[src/hdl/hcd_pkg.sv]
// Shared types and constants for the chunked body dechunker.
// Holds request, result, configuration and parser state types and the phase codes.
// No dependencies.
package hcd_pkg;

  localparam logic [7:0] CHR_CR    = 8'h0D;
  localparam logic [7:0] CHR_LF    = 8'h0A;
  localparam logic [7:0] CHR_SEMI  = 8'h3B;
  localparam logic [7:0] CHR_SPACE = 8'h20;
  localparam logic [7:0] CHR_TAB   = 8'h09;

  localparam logic [2:0] PH_LEAD  = 3'd0;
  localparam logic [2:0] PH_NUM   = 3'd1;
  localparam logic [2:0] PH_OPT   = 3'd2;
  localparam logic [2:0] PH_HCRLF = 3'd3;
  localparam logic [2:0] PH_DATA  = 3'd4;
  localparam logic [2:0] PH_DCR   = 3'd5;
  localparam logic [2:0] PH_DLF   = 3'd6;
  localparam logic [2:0] PH_RAW   = 3'd7;

  localparam logic [0:0] REG_BROKEN_MODE = 1'd0;
  localparam logic [0:0] REG_GOOD_LIMIT  = 1'd1;

  typedef struct packed {
    logic [7:0] data_byte;
    logic       restart;
    logic       segment_last;
  } hcd_req_t;

  typedef struct packed {
    logic [7:0] payload_byte;
    logic       payload_valid;
    logic       raw_passthrough;
    logic       chunk_last;
    logic       body_end;
    logic       end_misplaced;
  } hcd_res_t;

  typedef struct packed {
    logic [0:0]  index;
    logic [15:0] data;
  } hcd_cfg_t;

  typedef struct packed {
    logic [2:0]  phase;
    logic [31:0] remaining;
    logic [15:0] good_left;
  } hcd_state_t;

  typedef struct packed {
    logic        broken_mode;
    logic [15:0] good_limit;
  } hcd_ctrl_t;

endpackage

[src/hdl/hcd_stream_if.sv]
// Valid/ready channel carrying one payload of type T per request.
// Depends on nothing; payload types come from hcd_pkg at the instantiation.
interface hcd_stream_if #(
  parameter type T = logic
) ();
  logic valid;
  logic ready;
  T     payload;

  modport source (output valid, output payload, input ready);
  modport sink   (input valid, input payload, output ready);
endinterface

[src/hdl/hcd_parse.sv]
// One-byte parser step: next parser state and result from current state and a request.
// Depends on hcd_pkg.
module hcd_parse import hcd_pkg::*; (
  input  hcd_state_t state_i,
  input  hcd_req_t   req_i,
  input  hcd_ctrl_t  ctrl_i,
  output hcd_state_t state_o,
  output hcd_res_t   res_o
);

  function automatic logic [3:0] hex_value(input logic [7:0] c);
    logic [3:0] v;
    v = 4'd0;
    if (c >= 8'h30 && c <= 8'h39) v = c[3:0];
    else if ((c >= 8'h61 && c <= 8'h66) || (c >= 8'h41 && c <= 8'h46)) v = c[3:0] + 4'd9;
    return v;
  endfunction

  logic [7:0]  c;
  logic        is_blank;
  logic        is_crlf;
  logic [3:0]  hex;
  logic [2:0]  ph;
  logic [31:0] rem;
  logic [15:0] gcl;
  logic        dlf_take;
  logic        dlf_raw;
  hcd_res_t    res;

  assign c        = req_i.data_byte;
  assign is_blank = (c == CHR_SPACE) || (c == CHR_TAB);
  assign is_crlf  = (c == CHR_CR) || (c == CHR_LF);
  assign hex      = hex_value(c);

  always_comb begin
    ph  = state_i.phase;
    rem = state_i.remaining;
    gcl = state_i.good_left;
    res = '0;
    if (req_i.restart) begin
      ph  = PH_LEAD;
      rem = '0;
      gcl = ctrl_i.good_limit;
    end
    if (ctrl_i.broken_mode && gcl == '0) begin
      ph = PH_RAW;
    end
    dlf_take = ctrl_i.broken_mode && (gcl != '0);
    dlf_raw  = dlf_take && (gcl == 16'd1);

    unique case (ph)
      PH_LEAD: begin
        if (!is_blank && !is_crlf) begin
          if (c == CHR_SEMI) begin
            ph = PH_OPT;
          end else begin
            ph  = PH_NUM;
            rem = {rem[27:0], hex};
          end
        end
      end
      PH_NUM, PH_OPT: begin
        if (c == CHR_CR) begin
          ph = PH_HCRLF;
        end else if (c == CHR_LF) begin
          if (rem != '0) begin
            ph = PH_DATA;
          end else begin
            ph                = PH_LEAD;
            res.body_end      = 1'b1;
            res.end_misplaced = !req_i.segment_last;
          end
        end else if (c == CHR_SEMI || is_blank) begin
          ph = PH_OPT;
        end else if (ph == PH_NUM) begin
          rem = {rem[27:0], hex};
        end
      end
      PH_HCRLF: begin
        if (rem != '0) begin
          ph = PH_DATA;
        end else begin
          ph                = PH_LEAD;
          res.body_end      = 1'b1;
          res.end_misplaced = !req_i.segment_last;
        end
      end
      PH_DATA: begin
        res.payload_byte  = c;
        res.payload_valid = 1'b1;
        if (rem == 32'd1) begin
          ph             = PH_DCR;
          res.chunk_last = 1'b1;
        end
        rem = rem - 32'd1;
      end
      PH_DCR, PH_DLF: begin
        if (ph == PH_DCR && c != CHR_LF) begin
          ph = PH_DLF;
        end else begin
          if (dlf_take) gcl = gcl - 16'd1;
          if (dlf_raw) begin
            ph = PH_RAW;
          end else begin
            ph  = PH_LEAD;
            rem = '0;
          end
          if (!is_crlf) begin
            if (dlf_raw) begin
              res.payload_byte    = c;
              res.payload_valid   = 1'b1;
              res.raw_passthrough = 1'b1;
            end else if (!is_blank) begin
              if (c == CHR_SEMI) begin
                ph = PH_OPT;
              end else begin
                ph  = PH_NUM;
                rem = {28'd0, hex};
              end
            end
          end
        end
      end
      default: begin
        res.payload_byte    = c;
        res.payload_valid   = 1'b1;
        res.raw_passthrough = 1'b1;
      end
    endcase
  end

  assign state_o.phase     = ph;
  assign state_o.remaining = rem;
  assign state_o.good_left = gcl;
  assign res_o             = res;

endmodule

[src/hdl/http_chunked_body_dechunker_core.sv]
// Top level of the chunked body dechunker: input register, parser step, result register.
// Depends on hcd_pkg, hcd_stream_if and hcd_parse.
//
//   channel  modport  payload    role
//   req_i    sink     hcd_req_t  one body byte per request
//   cfg_i    sink     hcd_cfg_t  register writes, always ready
//   res_o    source   hcd_res_t  one result per request
//
// One byte per cycle sustained while res_o is ready; a request passes the input register, then the result register.
// The rate is set by the parser state loop, updated once per byte.
// rst_ni clears the parser, the control register and both stage valids at once; the data registers are not reset.
// While the result waits, the input register still takes one more request.
module http_chunked_body_dechunker_core import hcd_pkg::*; (
  input  logic         clk_i,
  input  logic         rst_ni,
  hcd_stream_if.sink   req_i,
  hcd_stream_if.sink   cfg_i,
  hcd_stream_if.source res_o
);

  hcd_ctrl_t  ctrl_q;
  hcd_state_t state_q;
  hcd_state_t state_d;
  logic       in_valid_q;
  hcd_req_t   in_data_q;
  logic       out_valid_q;
  hcd_res_t   out_data_q;
  hcd_res_t   res_d;
  logic       advance;

  assign advance     = in_valid_q && (!out_valid_q || res_o.ready);
  assign req_i.ready = !in_valid_q || advance;
  assign cfg_i.ready = 1'b1;

  assign res_o.valid   = out_valid_q;
  assign res_o.payload = out_data_q;

  hcd_parse u_parse (
    .state_i (state_q),
    .req_i   (in_data_q),
    .ctrl_i  (ctrl_q),
    .state_o (state_d),
    .res_o   (res_d)
  );

  always_ff @(posedge clk_i or negedge rst_ni) begin
    if (!rst_ni) begin
      ctrl_q <= '0;
    end else if (cfg_i.valid) begin
      unique case (cfg_i.payload.index)
        REG_BROKEN_MODE: ctrl_q.broken_mode <= cfg_i.payload.data[0];
        REG_GOOD_LIMIT:  ctrl_q.good_limit  <= cfg_i.payload.data;
        default:         ctrl_q             <= ctrl_q;
      endcase
    end
  end

  always_ff @(posedge clk_i or negedge rst_ni) begin
    if (!rst_ni) begin
      state_q.phase     <= PH_LEAD;
      state_q.remaining <= '0;
      state_q.good_left <= '0;
      in_valid_q        <= 1'b0;
      out_valid_q       <= 1'b0;
    end else begin
      if (req_i.ready) begin
        in_valid_q <= req_i.valid;
      end
      if (advance) begin
        state_q     <= state_d;
        out_valid_q <= 1'b1;
      end else if (res_o.ready) begin
        out_valid_q <= 1'b0;
      end
    end
  end

  always_ff @(posedge clk_i) begin
    if (req_i.valid && req_i.ready) begin
      in_data_q <= req_i.payload;
    end
    if (advance) begin
      out_data_q <= res_d;
    end
  end

endmodule

[src/flat_wrapper.sv]
// flat-port wrapper written by rule: the top's interface ports become plain ports
module http_chunked_body_dechunker_core_flat import hcd_pkg::*;
  (clk_i, rst_ni, req_i_valid, req_i_payload, req_i_ready, cfg_i_valid, cfg_i_payload, cfg_i_ready, res_o_valid, res_o_payload, res_o_ready);
  hcd_stream_if #(.T(hcd_req_t)) req_i_i ();
  hcd_stream_if #(.T(hcd_cfg_t)) cfg_i_i ();
  hcd_stream_if #(.T(hcd_res_t)) res_o_i ();
  input  logic clk_i;
  input  logic rst_ni;
  input wire logic [$bits(req_i_i.valid)-1:0] req_i_valid;
  input wire logic [$bits(req_i_i.payload)-1:0] req_i_payload;
  output wire logic [$bits(req_i_i.ready)-1:0] req_i_ready;
  input wire logic [$bits(cfg_i_i.valid)-1:0] cfg_i_valid;
  input wire logic [$bits(cfg_i_i.payload)-1:0] cfg_i_payload;
  output wire logic [$bits(cfg_i_i.ready)-1:0] cfg_i_ready;
  output wire logic [$bits(res_o_i.valid)-1:0] res_o_valid;
  output wire logic [$bits(res_o_i.payload)-1:0] res_o_payload;
  input wire logic [$bits(res_o_i.ready)-1:0] res_o_ready;
  assign req_i_i.valid = req_i_valid;
  assign req_i_i.payload = req_i_payload;
  assign req_i_ready = req_i_i.ready;
  assign cfg_i_i.valid = cfg_i_valid;
  assign cfg_i_i.payload = cfg_i_payload;
  assign cfg_i_ready = cfg_i_i.ready;
  assign res_o_valid = res_o_i.valid;
  assign res_o_payload = res_o_i.payload;
  assign res_o_i.ready = res_o_ready;
  http_chunked_body_dechunker_core u_core (.clk_i(clk_i), .rst_ni(rst_ni), .req_i(req_i_i), .cfg_i(cfg_i_i), .res_o(res_o_i));
endmodule
[config.mk]
export PLATFORM = sky130hd
export DESIGN_NAME = http_chunked_body_dechunker_core_flat
export DESIGN_NICKNAME = d
export VERILOG_FILES = /design/src/hdl/hcd_pkg.sv /design/src/hdl/hcd_stream_if.sv /design/src/hdl/hcd_parse.sv /design/src/hdl/http_chunked_body_dechunker_core.sv /design/src/flat_wrapper.sv
export SDC_FILE = /design/constraint.sdc
export NUM_CORES = 1
export LEC_CHECK = 0
export BUFFER_PORTS_ARGS = -buffer_cell sky130_fd_sc_hd__buf_2
export CORE_ASPECT_RATIO = 2
export CORE_MARGIN = 10
export CORE_UTILIZATION = 50
export DETAILED_ROUTE_END_ITERATION = 8
export GPL_TIMING_DRIVEN = 0
export PLACE_DENSITY_LB_ADDON = 0.2
export SLEW_MARGIN = 20
export SYNTH_ARGS = -nofsm -noshare
export SYNTH_HDL_FRONTEND = slang
export SYNTH_HIERARCHICAL = 1
export SYNTH_SLANG_ARGS = --single-unit
[constraint.sdc]
create_clock -name clk_i -period 4.45 [get_ports clk_i]
set_input_delay 0.2225 -clock clk_i [delete_from_list [all_inputs] [get_ports clk_i]]
set_output_delay 0.2225 -clock clk_i [all_outputs]
set_load 0.05 [all_outputs]
# --- Word level (Yosys, flattened, before mapping) ---
# Cells that the tools add are included.
word_totals:
  ff_bits: 93
  wordCells: 119
classes:
  n_addsub: 3
  eq_ne: 14
  mux: 47
  reduce_logical: 32
  magnitude_cmp: 6
  bitwise_logic: 1
op_table:
  columns: ["operator", "count"]
  rows:
  - ["32-bit 2-to-1 mux", 13]
  - ["32-bit one-hot mux with 4 select lines", 1]
  - ["16-bit 2-to-1 mux", 4]
  - ["3-bit 2-to-1 mux", 13]
  - ["32-bit by 1-bit == test with 1-bit output, second input constant", 1]
  - ["32-bit nonzero test", 1]
  - ["32-bit by 1-bit subtractor with 32-bit output, second input constant", 1]
  - ["10-bit 2-to-1 mux", 3]
  - ["8-bit by 4-bit == test with 1-bit output, second input constant", 3]
  - ["9-bit one-hot mux with 2 select lines", 1]
  - ["16-bit by 1-bit == test with 1-bit output, second input constant", 1]
  - ["8-bit by 6-bit == test with 1-bit output, second input constant", 2]
  - ["8-bit by 7-bit >= comparator with 1-bit output, second input constant", 2]
  - ["8-bit by 7-bit less-or-equal comparator with 1-bit output, second input constant", 2]
  - ["16-bit logical NOT", 1]
  - ["16-bit nonzero test", 1]
  - ["16-bit by 1-bit subtractor with 16-bit output, second input constant", 1]
  - ["3-bit one-hot mux with 5 select lines", 1]
  - ["1-bit logical AND", 10]
  - ["3-bit == test, second input constant", 3]
  - ["8-bit by 6-bit >= comparator with 1-bit output, second input constant", 1]
  - ["8-bit by 6-bit less-or-equal comparator with 1-bit output, second input constant", 1]
  - ["2-bit 2-to-1 mux", 4]
  - ["4-bit 2-to-1 mux", 2]
  - ["other kinds (16)", 30]

# --- Depth between registers and ports, before layout ---
depth:
  depth_word: 11
  ltp_mapped: 16
  depth_no_buf: 10

# --- Hierarchy ---
# The synthesis kept the hierarchy.
by_module_without_submodules:
  columns: ["mod", "seq_area_each_um2", "instances", "cells_each", "area_each_um2"]
  rows:
  - ["http_chunked_body_dechunker_core", 2442.3, 1, 178, 3534.6]
  - ["hcd_parse", 0.0, 1, 499, 3196.8]

# --- Worst setup path before layout ---
# No wires, ideal clock.
synth_path:
  path_kind: "reg-to-reg"
  startpoint: "register u_core/in_data_q[1] (netlist name)"
  endpoint: "register u_core/state_q[28] (netlist name)"
  path_slack_ps: 1372
  t_required_ps: 4325
  synth_period_minus_slack_ps: 3078
  arrival_ps: 2953
  stages_incl_launch_ff: 17
  path_cell_list: "edfxtp_1 -> buf_6 -> buf_2 -> buf_2 -> mux2i_1 -> ha_1 -> buf_4 -> nand2_1 -> a21oi_1 -> and4_1 -> buf_2 -> buf_4 -> nor2_1 -> buf_2 -> a221oi_1 -> o21ai_1 -> mux2_4"
synth_lines:
  columns: ["element", "line", "text"]
  rows:
  - ["from (decl)", "http_chunked_body_dechunker_core.sv:25", "hcd_req_t in_data_q;"]
  - ["from (signal assigned)", "http_chunked_body_dechunker_core.sv:80", "in_data_q <= req_i.payload;"]
  - ["to (signal assigned)", "http_chunked_body_dechunker_core.sv:70", "state_q <= state_d;"]
  - ["to (decl)", "http_chunked_body_dechunker_core.sv:22", "hcd_state_t state_q;"]

==> flow_metrics.env <==
export IMPL_status="complete, no violations"
export IMPL_coreArea_um2=13360
export IMPL_leakage_nw=3.308
export IMPL_layout_drive_gt1_share_pct=24.56
export IMPL_synth_seq_cells=93
export IMPL_place_congestion=0.9896
export IMPL_dpl_hpwl_um=16410
export IMPL_grt_pass1_vias=6231
export IMPL_wl_per_cell_um=23.98
export IMPL_synth_edf_count=23
export IMPL_dieArea_um2=18790
export IMPL_io_buffers=46
export IMPL_yosysTopAreaCellShare_pct=26.02
export IMPL_timing_fmax_ghz=0.2416
export IMPL_synth_area_leaders="dfrtp_1 (26%), mux2_4 (11%), edfxtp_1 (10%), mux2_2 (3.7%), a21oi_1 (2.9%)"
export IMPL_synthArstFlopShare_pct=75.27
export IMPL_cts_htree_levels=3
export IMPL_antenna_found_initial=0
export IMPL_track_usage_pct=23.35
export IMPL_path_class="reg -> reg"
export IMPL_placed_area_um2=7178
export IMPL_die_h_um=184.1
export IMPL_layout_nets=776
export IMPL_fin_skew_ns=0.01128
export IMPL_reg2reg_to="u_core/state_q[40]"
export IMPL_yosys_cell_count_top_type="dfrtp_1"
export IMPL_max_slew_worst_pin_slew_ns=1.203
export IMPL_rsz0062_at_grt="no"
export IMPL_avgSynthCellArea_um2=9.943
export IMPL_drv_slew=0
export IMPL_period_share_pct=93.02
export IMPL_grt_start_max_net_pins=38
export IMPL_cts_root_buf="clkbuf_16"
export IMPL_path_clk_slew_ns=0.07
export IMPL_ys_seq_area_share_pct=36.28
export IMPL_drt_pass1_iter_count=7
export IMPL_netlist_top_cells_count="dfrtp_1 (70), mux2_4 (49), nand2_1 (43)"
export IMPL_synth_warnings=6
export IMPL_setup_tns_ns=0
export IMPL_ant_nets=0
export IMPL_drc=0
export IMPL_area_growth_pct=11.21
export IMPL_crit_required_ns=4.74
export IMPL_relSlewSlack_pct=19.61
export IMPL_startpoint="u_core/in_data_q[1]"
export IMPL_endpoint_kind="register"
export IMPL_wirelength_um=21480
export IMPL_r2r_start="u_core/in_data_q[1]"
export IMPL_grt_ovfl_total=0
export IMPL_synth_flop_cell="dfrtp_1"
export IMPL_final_util_pct=56.02
export IMPL_io_pins=48
export IMPL_dr_first_iter_drc_count=462
export IMPL_synth_top_cell_by_area="dfrtp_1"
export IMPL_syn_inst=677
export IMPL_synthesis_nets=717
export IMPL_hp_class="in -> reg"
export IMPL_clk_insertion_delay_late_ns=0.35
export IMPL_die_x_um=102.0
export IMPL_ir_drop_v=0.0002677
export IMPL_hold_violations=0
export IMPL_max_cap_violations=0
export IMPL_crit_path_max_fanout=10
export IMPL_crit_path_start_kind="register"
export IMPL_fill_cells=1217
export IMPL_synth_distinct_cells=87
export IMPL_diodes=0
export IMPL_clock_path_buffers=2
export IMPL_r2r_cells=15
export IMPL_cts_sinks=93
export IMPL_vias=5946
export IMPL_via_per_inst=6.636
export IMPL_reg2reg_setup_slack_ns=0.31
export IMPL_min_period_ns=4.140
export IMPL_setup_viol=0
export IMPL_endpoint="u_core/state_q[40]"
export IMPL_critPathArrivalTime_ns=4.43
export IMPL_numCtsBuffers=9
export IMPL_tritoncts="yes"
export IMPL_start_util_pct=50.37
export IMPL_whs_ns=0.04700
export IMPL_rows=60
export IMPL_cellPowerDensity_nw_per_um2=359.5
export IMPL_synth_area_um2=6731
export IMPL_design_area_um2=7486
export IMPL_grt_pass1_wl_um=33830
==> stage by stage <==
step / power, mW / worst slack (ns) / std cells
6_report: 2.691 / 0.3104 / 896
5_1_grt: 2.827 / 0.04441 / 896
4_1_cts: 2.698 / 0.1584 / 896
3_5_place_dp: 1.918 / 0.1780 / 879
3_3_place_gp: 1.888 / 0.1898 / 878
2_1_floorplan: 1.689 / 1.372 / 677
==> state kept, by name (all words and copies together), names as in the netlist <==
register              flops
u_core/in_valid_q         1
u_core/res_o.payload     13
u_core/ctrl_q            17
u_core/state_q           51
u_core/in_data_q         10
u_core/res_o.valid        1
==> per-layer routing <==
metal | share of wire (%) | routed length (um) | global-route usage, % | vias up
met1 | 34 | 7341 | 22.92 | 2841
li1 | - | - | - | 2705
met5 | 0 | 0 | 0 | -
met4 | 8.2 | 1769 | 17.54 | 0
met3 | 4.7 | 1002 | 3.188 | 104
met2 | 53 | 11370 | 42.40 | 296
==> cells by family after synthesis <==
group,Yosys count,synth area share [%]
flops,93,36.28
xor+xnor,19,2.472
fa+ha+maj,8,1.487
compound gates,172,17.90
mux,84,16.54
simple gates,243,20.91
buf+inv,57,4.349
other cells,1,0.05571
==> how the worst min path moves through the flow <==
stage	from	to	slack, ns	cells after the start
6_report	req_i_payload[0]	u_core/in_data_q[0]	0.05	1
5_1_grt	req_i_payload[8]	u_core/in_data_q[8]	0.03	1
4_1_cts	req_i_payload[0]	u_core/in_data_q[0]	0.03	1
3_5_place_dp	rst_ni	u_core/state_q[20]	0.20	1
3_3_place_gp	req_i_payload[4]	u_core/in_data_q[4]	0.40	1
2_1_floorplan	rst_ni	u_core/ctrl_q[0]	-0.07	0
==> layout make-up <==
| type | count | area [um2] | share of cell area, % |
|---|---|---|---|
| Tap cell | 155 | 193.9 | 2.591 |
| Inverter | 14 | 56.30 | 0.7521 |
| Multi-Input combinational cell | 527 | 3996 | 53.38 |
| Timing Repair Buffer | 48 | 262.8 | 3.510 |
| Clock inverter | 7 | 67.56 | 0.9026 |
| Sequential cell | 93 | 2442 | 32.63 |
| Clock buffer | 9 | 225.2 | 3.009 |
| Buffer | 43 | 241.5 | 3.226 |
==> worst max-delay path: stages (launching register included) <==
cell	delay, ns
edfxtp_1	0.41
buf_6	0.17
buf_2	0.20
buf_2	0.31
mux2i_1	0.21
ha_1	0.24
buf_4	0.17
nand2_1	0.07
a21oi_1	0.04
and4_1	0.21
buf_2	0.15
buf_4	0.17
nor3b_1	0.97
a221oi_1	0.23
a211oi_1	0.35
mux2_4	0.20
==> layout by cell type, fill, tap and decap left out, types with 9 or more instances in the layout <==
master / count
o21ai_0: 25
clkbuf_16: 9
nand2b_1: 10
mux2_2: 22
clkbuf_1: 19
nor3_1: 27
mux2i_1: 13
nand3_1: 20
buf_2: 57
a31oi_1: 10
inv_1: 13
a21oi_1: 39
mux2_4: 49
nand2_1: 43
dfrtp_1: 70
nor2_1: 38
xor2_1: 12
nor2b_1: 16
or3_1: 11
edfxtp_1: 23
==> power breakdown <==
part           switching, mW  internal [mW]  total [mW]  leakage [nW]
Clock                  0.375          0.393       0.768         0.141
Sequential             0.101          0.985        1.09          1.12
Combinational          0.479          0.357       0.836          2.04
==> what timing repair did <==
action,in CTS,in global routing
endpoints found under the hold margin,33,0
hold buffers,1,0
endpoints found under the setup margin,0,4
resized for setup,0,3
setup buffers,0,0
No activity file was read; power rests on OpenSTA's default activity.
